File: src/sv/wsfp_pkg.sv
// ----------------------------------------------------------------------------
// wsfp_pkg: shared types for the WebSocket frame parser
// Parse phases and the result word passed from the parser to the top level.
// ----------------------------------------------------------------------------
package wsfp_pkg;

  typedef enum logic [2:0] {
    PH_HDR0  = 3'd0,
    PH_HDR1  = 3'd1,
    PH_EXTHI = 3'd2,
    PH_EXTLO = 3'd3,
    PH_DATA  = 3'd4
  } phase_t;

  localparam logic [6:0]  LEN_EXT16 = 7'd126;
  localparam logic [6:0]  LEN_EXT64 = 7'd127;
  localparam logic [3:0]  OP_TEXT   = 4'h1;
  localparam logic [31:0] COUNT_MAX = 32'hFFFF_FFFF;

  typedef struct packed {
    logic        has;
    logic [7:0]  payload_byte;
    logic        payload_valid;
    logic        is_text;
    logic        message_end;
    logic [31:0] message_length;
    logic        length_error;
  } result_t;

endpackage

File: src/sv/wsfp_parser.sv
// ----------------------------------------------------------------------------
// wsfp_parser: frame header and payload state machine
// Holds the parse state, advances it by one byte when step is high and
// presents the result word that byte causes.
// ----------------------------------------------------------------------------
module wsfp_parser (
  input  logic              clk,
  input  logic              rst,
  input  logic              step,
  input  logic [7:0]        data,
  output wsfp_pkg::result_t res
);
  import wsfp_pkg::*;

  phase_t      phase, phase_next;
  logic        final_frame, final_frame_next;
  logic        first_frame, first_frame_next;
  logic        text_flag, text_flag_next;
  logic [7:0]  length_high, length_high_next;
  logic [15:0] bytes_left, bytes_left_next;
  logic [31:0] total_count, total_count_next;

  logic [6:0]  len_code;
  logic [15:0] ext_len;
  logic [15:0] left_dec;
  logic [31:0] total_inc;

  assign len_code  = data[6:0];
  assign ext_len   = {length_high, data};
  assign left_dec  = bytes_left - 16'd1;
  assign total_inc = (total_count == COUNT_MAX) ? total_count : total_count + 32'd1;

  // next phase
  always_comb begin
    case (phase)
      PH_HDR1: begin
        if (len_code == LEN_EXT64) phase_next = PH_HDR0;
        else if (len_code == LEN_EXT16) phase_next = PH_EXTHI;
        else if (len_code != 7'd0) phase_next = PH_DATA;
        else phase_next = PH_HDR0;
      end
      PH_EXTHI: phase_next = PH_EXTLO;
      PH_EXTLO: phase_next = (ext_len != 16'd0) ? PH_DATA : PH_HDR0;
      PH_DATA:  phase_next = (left_dec == 16'd0) ? PH_HDR0 : PH_DATA;
      default:  phase_next = PH_HDR1;
    endcase
  end

  // datapath state and result
  always_comb begin
    final_frame_next = final_frame;
    first_frame_next = first_frame;
    text_flag_next   = text_flag;
    length_high_next = length_high;
    bytes_left_next  = bytes_left;
    total_count_next = total_count;
    res              = '0;
    case (phase)
      PH_HDR1: begin
        if (len_code == LEN_EXT64) begin
          res.has          = 1'b1;
          res.length_error = 1'b1;
          final_frame_next = 1'b0;
          first_frame_next = 1'b1;
          text_flag_next   = 1'b0;
          length_high_next = '0;
          bytes_left_next  = '0;
          total_count_next = '0;
        end else if (len_code == LEN_EXT16) begin
          // wait for extended length
        end else if (len_code != 7'd0) begin
          bytes_left_next = {9'd0, len_code};
        end else if (final_frame) begin
          res.has            = 1'b1;
          res.is_text        = text_flag;
          res.message_end    = 1'b1;
          res.message_length = total_count;
          first_frame_next   = 1'b1;
          text_flag_next     = 1'b0;
          total_count_next   = '0;
          final_frame_next   = 1'b0;
        end
      end
      PH_EXTHI: length_high_next = data;
      PH_EXTLO: begin
        if (ext_len != 16'd0) begin
          bytes_left_next = ext_len;
        end else if (final_frame) begin
          res.has            = 1'b1;
          res.is_text        = text_flag;
          res.message_end    = 1'b1;
          res.message_length = total_count;
          first_frame_next   = 1'b1;
          text_flag_next     = 1'b0;
          total_count_next   = '0;
          final_frame_next   = 1'b0;
        end
      end
      PH_DATA: begin
        res.has           = 1'b1;
        res.payload_byte  = data;
        res.payload_valid = 1'b1;
        res.is_text       = text_flag;
        bytes_left_next   = left_dec;
        total_count_next  = total_inc;
        if (left_dec == 16'd0 && final_frame) begin
          res.message_end    = 1'b1;
          res.message_length = total_inc;
          first_frame_next   = 1'b1;
          text_flag_next     = 1'b0;
          total_count_next   = '0;
          final_frame_next   = 1'b0;
        end
      end
      default: begin
        final_frame_next = data[7];
        if (first_frame) begin
          text_flag_next   = (data[3:0] == OP_TEXT);
          first_frame_next = 1'b0;
        end
      end
    endcase
  end

  always_ff @(posedge clk) begin
    if (rst) begin
      phase       <= PH_HDR0;
      final_frame <= 1'b0;
      first_frame <= 1'b1;
      text_flag   <= 1'b0;
      length_high <= '0;
      bytes_left  <= '0;
      total_count <= '0;
    end else if (step) begin
      phase       <= phase_next;
      final_frame <= final_frame_next;
      first_frame <= first_frame_next;
      text_flag   <= text_flag_next;
      length_high <= length_high_next;
      bytes_left  <= bytes_left_next;
      total_count <= total_count_next;
    end
  end

endmodule

File: src/sv/websocket_frame_parser_core.sv
// ----------------------------------------------------------------------------
// websocket_frame_parser_core: unmasked WebSocket frame parser
// Parses a received byte stream into payload bytes and message ends.
// ----------------------------------------------------------------------------
// Input channel: byte_valid / byte_stall carry one stream word (in_byte) per
// cycle; a word is taken when byte_valid is high and byte_stall is low.
// Output channel: result_valid / result_stall carry one result word with
// payload_byte, payload_valid, is_text, message_end, message_length and
// length_error. Header bytes that end nothing give no result word.
// Path: a taken word passes through the input register, then parser logic into
// the result register.
// Throughput: one word per cycle while no stalled result holds the flow; the
// parser state updates once per taken word.
// Reset (rst, synchronous): clears the valid bits of both registers and returns
// the parser to expecting the first header byte of a new message.
// Stall: while result_stall holds a pending result, the parser holds too; the input
// register holds once it is full, and byte_stall rises then.
// ----------------------------------------------------------------------------
module websocket_frame_parser_core (
  input  logic        clk,
  input  logic        rst,
  input  logic        byte_valid,
  output logic        byte_stall,
  input  logic [7:0]  in_byte,
  output logic        result_valid,
  input  logic        result_stall,
  output logic [7:0]  payload_byte,
  output logic        payload_valid,
  output logic        is_text,
  output logic        message_end,
  output logic [31:0] message_length,
  output logic        length_error
);
  import wsfp_pkg::*;

  logic       held_valid;
  logic [7:0] held_byte;
  logic       out_open;
  logic       advance;
  result_t    res;

  assign out_open   = !result_valid || !result_stall;
  assign advance    = held_valid && out_open;
  assign byte_stall = held_valid && !out_open;

  wsfp_parser u_parser (
    .clk  (clk),
    .rst  (rst),
    .step (advance),
    .data (held_byte),
    .res  (res)
  );

  always_ff @(posedge clk) begin
    if (rst) begin
      held_valid <= 1'b0;
    end else if (!byte_stall) begin
      held_valid <= byte_valid;
    end
  end

  always_ff @(posedge clk) begin
    if (!byte_stall) begin
      held_byte <= in_byte;
    end
  end

  always_ff @(posedge clk) begin
    if (rst) begin
      result_valid <= 1'b0;
    end else if (out_open) begin
      result_valid <= advance && res.has;
    end
  end

  always_ff @(posedge clk) begin
    if (out_open) begin
      payload_byte   <= res.payload_byte;
      payload_valid  <= res.payload_valid;
      is_text        <= res.is_text;
      message_end    <= res.message_end;
      message_length <= res.message_length;
      length_error   <= res.length_error;
    end
  end

endmodule

File: config.mk
export PLATFORM = sky130hd
export DESIGN_NAME = websocket_frame_parser_core
export DESIGN_NICKNAME = d
export VERILOG_FILES = /design/src/sv/wsfp_pkg.sv /design/src/sv/wsfp_parser.sv /design/src/sv/websocket_frame_parser_core.sv
export SDC_FILE = /design/constraint.sdc
export NUM_CORES = 1
export LEC_CHECK = 0
export BUFFER_PORTS_ARGS = -buffer_cell sky130_fd_sc_hd__buf_2
export CORE_UTILIZATION = 60
export CTS_CLUSTER_DIAMETER = 50
export CTS_CLUSTER_SIZE = 16
export DETAILED_ROUTE_END_ITERATION = 10
export PLACE_DENSITY = 0.81
export SETUP_SLACK_MARGIN = 0.15
export SYNTH_ARGS = -nofsm -noshare
export SYNTH_HDL_FRONTEND = slang
export SYNTH_SLANG_ARGS = --single-unit
File: constraint.sdc
create_clock -name clk -period 3.8 [get_ports clk]
set_input_delay 0.19 -clock clk [delete_from_list [all_inputs] [get_ports clk]]
set_output_delay 0.19 -clock clk [all_outputs]
set_load 0.05 [all_outputs]
==> impl_metrics.py <==
metrics = {
    "critical_path": {
        "critical_path.cell_chain": "or4_1, o41a_1, a2111oi_4, and2b_4, a21o_1, nor2_1, a221o_1",
        "crit_type": "flip-flop to flip-flop",
        "path_buf_inv": 0,
        "slowest_stage": "or4_1",
        "cp.required_ps": 4210,
        "r2r_slack_ps": 700,
        "critPathCaptureType": "flip-flop",
        "crit_family": "compound AO/OA/AOI/OAI gates",
        "path_max_fanout": 13,
        "startpoint_type": "flip-flop",
        "cp_slowest_stage_delay_ps": 720,
        "arrival_ps": 3520,
    },
    "finish": {
        "final_cells": 891,
        "finalNetCount": 760,
        "multi_input_area_mm2": 0.00303,
        "drive_above_1_share": 0.154,
        "area_growth_pct": 16.3,
        "antennaDiodeCount": 0,
        "utilization": 0.724,
        "ff_latch_area_mm2": 0.00284,
        "fill_cells": 761,
    },
    "timing": {
        "slew_headroom": 0.397,
        "fin_crit_sh": 0.817,
        "rsz0062_at_grt": "no",
        "period_minus_slack_ps": 3100,
        "finalSetupViolCount": 0,
        "finalSetupTns_ps": 0,
        "hold_violations": 0,
        "tightest_slew_ps": 897,
        "hold-worst-slack_ps": 188,
        "fin_skew_ps": 7.49,
        "fmax_mhz": 322,
        "drv_slew": 0,
    },
    "cts": {
        "postCtsSetupRepairBufs": 0,
        "cts-buffers-inserted": 17,
        "cts-root-buf": "clkbuf_8",
        "cts_tree": "done",
        "worstSkewPairLatency_ps": 530,
        "cts_resized": 0,
        "cts.sinks": 116,
        "htreeDepth": 4,
        "path_clk_slew_ps": 60,
        "cts_hold_buf": 9,
        "clk_path_buf_depth": 2,
    },
    "yosys": {
        "synth-edff-count": 52,
        "ys_ff_latch": 116,
        "async_flop_share": 0,
        "ys.flop_type": "dfxtp_1",
        "ys_seq_area_frac": 0.465,
        "synth_area_mm2": 0.00611,
        "synthCells": 698,
        "avgSynthCellArea_um2": 8.75,
        "yosysUniqueCellTypes": 60,
        "syn_nets": 713,
        "ys_warn_count": 0,
    },
    "global_routing": {
        "grt_pass1_vias": 5314,
        "grt_pass1_wl_um": 24800,
        "antenna_found_initial": 0,
        "grt_start_max_net_pins": 47,
        "grt_usage": 0.304,
        "grt_overflow": 0,
    },
    "route": {
        "postRouteAntennaNets": 0,
        "vias": 5676,
        "detail_route.wl_per_cell_um": 17.0,
        "drtIter0Drc": 263,
        "routed_wirelength_um": 15200,
        "viasPerCell": 6.37,
        "drc": 0,
        "drt-pass1-iter-count": 4,
    },
    "floorplanning": {
        "die_x_um": 103,
        "initial_core_util": 0.622,
        "dieArea_mm2": 0.0106,
        "die_y_um": 103,
        "core-area_mm2": 0.00982,
        "io_pins": 58,
        "row_count": 36,
    },
    "power_and_ir_drop": {
        "peakVddDrop_mv": 0.272,
        "p_total_uw": 3170,
        "power_density_mw_per_mm2": 446,
        "sw_frac_of_total": 0.254,
        "p_switching_uw": 805,
        "clockPowerShare": 0.472,
        "p_int_uw": 2370,
        "p_leak_uw": 0.00300,
        "p_comb_frac": 0.095,
        "pwr-share-seq": 0.433,
    },
    "place": {
        "routabilityCongestion": 0.922,
        "numPlacedInstances": 850,
        "dp_hpwl_um": 9580,
        "portBuffers": 57,
    },
    "run": {
        "cap_viol_max_count": 0,
    },
    "worst_hold_path": {
        "holdCritPathClass": "input port to flip-flop",
    },
    "run_status": {
        "outcome": "finished clean",
    },
}
==> cells by family after synthesis <==
| kind of cell | after synthesis | share of synthesized area |
|---|---|---|
| AND/OR/NAND/NOR | 324 | 0.260 |
| multiplexers | 1 | 0.00164 |
| flip-flops | 116 | 0.465 |
| adder cells (fa/ha/maj) | 3 | 0.00614 |
| AO/OA/AOI/OAI | 179 | 0.208 |
| XOR/XNOR | 9 | 0.0129 |
| buffers and inverters | 66 | 0.0457 |
==> sequential cells by signal, summed over array words and instances (netlist names) <==
register and count:
message_end 1, held_valid 1, payload_byte 8, payload_valid 1, u_parser.bytes_left 16, u_parser.total_count 32
u_parser.first_frame 1, length_error 1, message_length 32, held_byte 8, u_parser.text_flag 1, is_text 1
u_parser.final_frame 1, u_parser.phase 3, u_parser.length_high 8, result_valid 1
==> metal layers <==
metal	vias to the layer above	track usage	wire length, µm
met1	2716	0.350	6030
met4	0	0.151	374
met5	-	0	0
li1	2671	-	-
met2	252	0.533	7680
met3	37	0.0685	1080
==> power by group through the flow <==
stage	logic (µW)	registers, µW	clock network, µW
floorplan	203	1420	0
global placement	281	1400	0
detailed placement	288	1400	0
CTS	297	1370	1510
global route	329	1380	1560
finish	302	1370	1500
==> per-stage QoR <==
stage	setup slack, ps	cell area [µm²]
2_1_floorplan	598	6110
3_3_place_gp	807	6460
3_5_place_dp	721	6460
4_1_cts	710	7110
5_1_grt	553	7110
6_report	696	7110
==> cells in the final DEF, fill, tap and decap left out, types with 7 or more instances in the layout <==
cell           instances
o21ai_0               31
buf_2                 57
a221o_1               14
a22oi_1               20
nand2_1               99
or3_1                 12
nor2_1                80
a21o_1                15
clkbuf_16             16
a211o_1                7
nand3_1               24
or2_2                  7
a2bb2oi_1             10
dfxtp_1               64
a21oi_1               36
and2_1                11
nor3_1                18
nand4_1               17
dlygate4sd3_1          9
edfxtp_1              52
a211oi_1              11
and3_1                23
inv_1                 18
buf_4                 10
==> layout make-up <==
type	count	area share
inverter	18	0.00950
tap	133	0.0234
clock inverter	13	0.0190
multi-input combinational	516	0.426
sequential	116	0.400
timing repair buffer	76	0.0634
clock buffer	19	0.0593
==> synthesized netlist by cell type, drive strengths merged, types with 5 or more instances <==
cell / number / area share
nor3: 18 / 0.015
and2: 11 / 0.011
a21oi: 37 / 0.030
a211oi: 11 / 0.014
clkbuf: 35 / 0.021
nand3: 25 / 0.021
xor2: 5 / 0.0072
o21ai: 34 / 0.028
a211o: 7 / 0.010
a22oi: 20 / 0.025
nor4: 6 / 0.0086
dfxtp: 64 / 0.21
nand2: 100 / 0.061
edfxtp: 52 / 0.26
nand4: 17 / 0.017
nor2: 80 / 0.049
buf: 13 / 0.013
a2bb2oi: 10 / 0.014
or2: 7 / 0.0072
or3: 12 / 0.012
inv: 18 / 0.011
and3: 25 / 0.027
a21o: 15 / 0.018
a221o: 14 / 0.023
==> path summary, 6_finish.rpt <==
| path | cells past startpoint | to | start |
|---|---|---|---|
| hold reg to reg | 2 | u_parser.total_count[17] | u_parser.total_count[17] |
| hold / removal | 2 | u_parser.length_high[3] | rst |
| setup / recovery | 7 | u_parser.total_count[30] | u_parser.bytes_left[0] |
| setup reg to reg | 7 | u_parser.total_count[30] | u_parser.bytes_left[0] |
(Power assumes the default switching activity.)
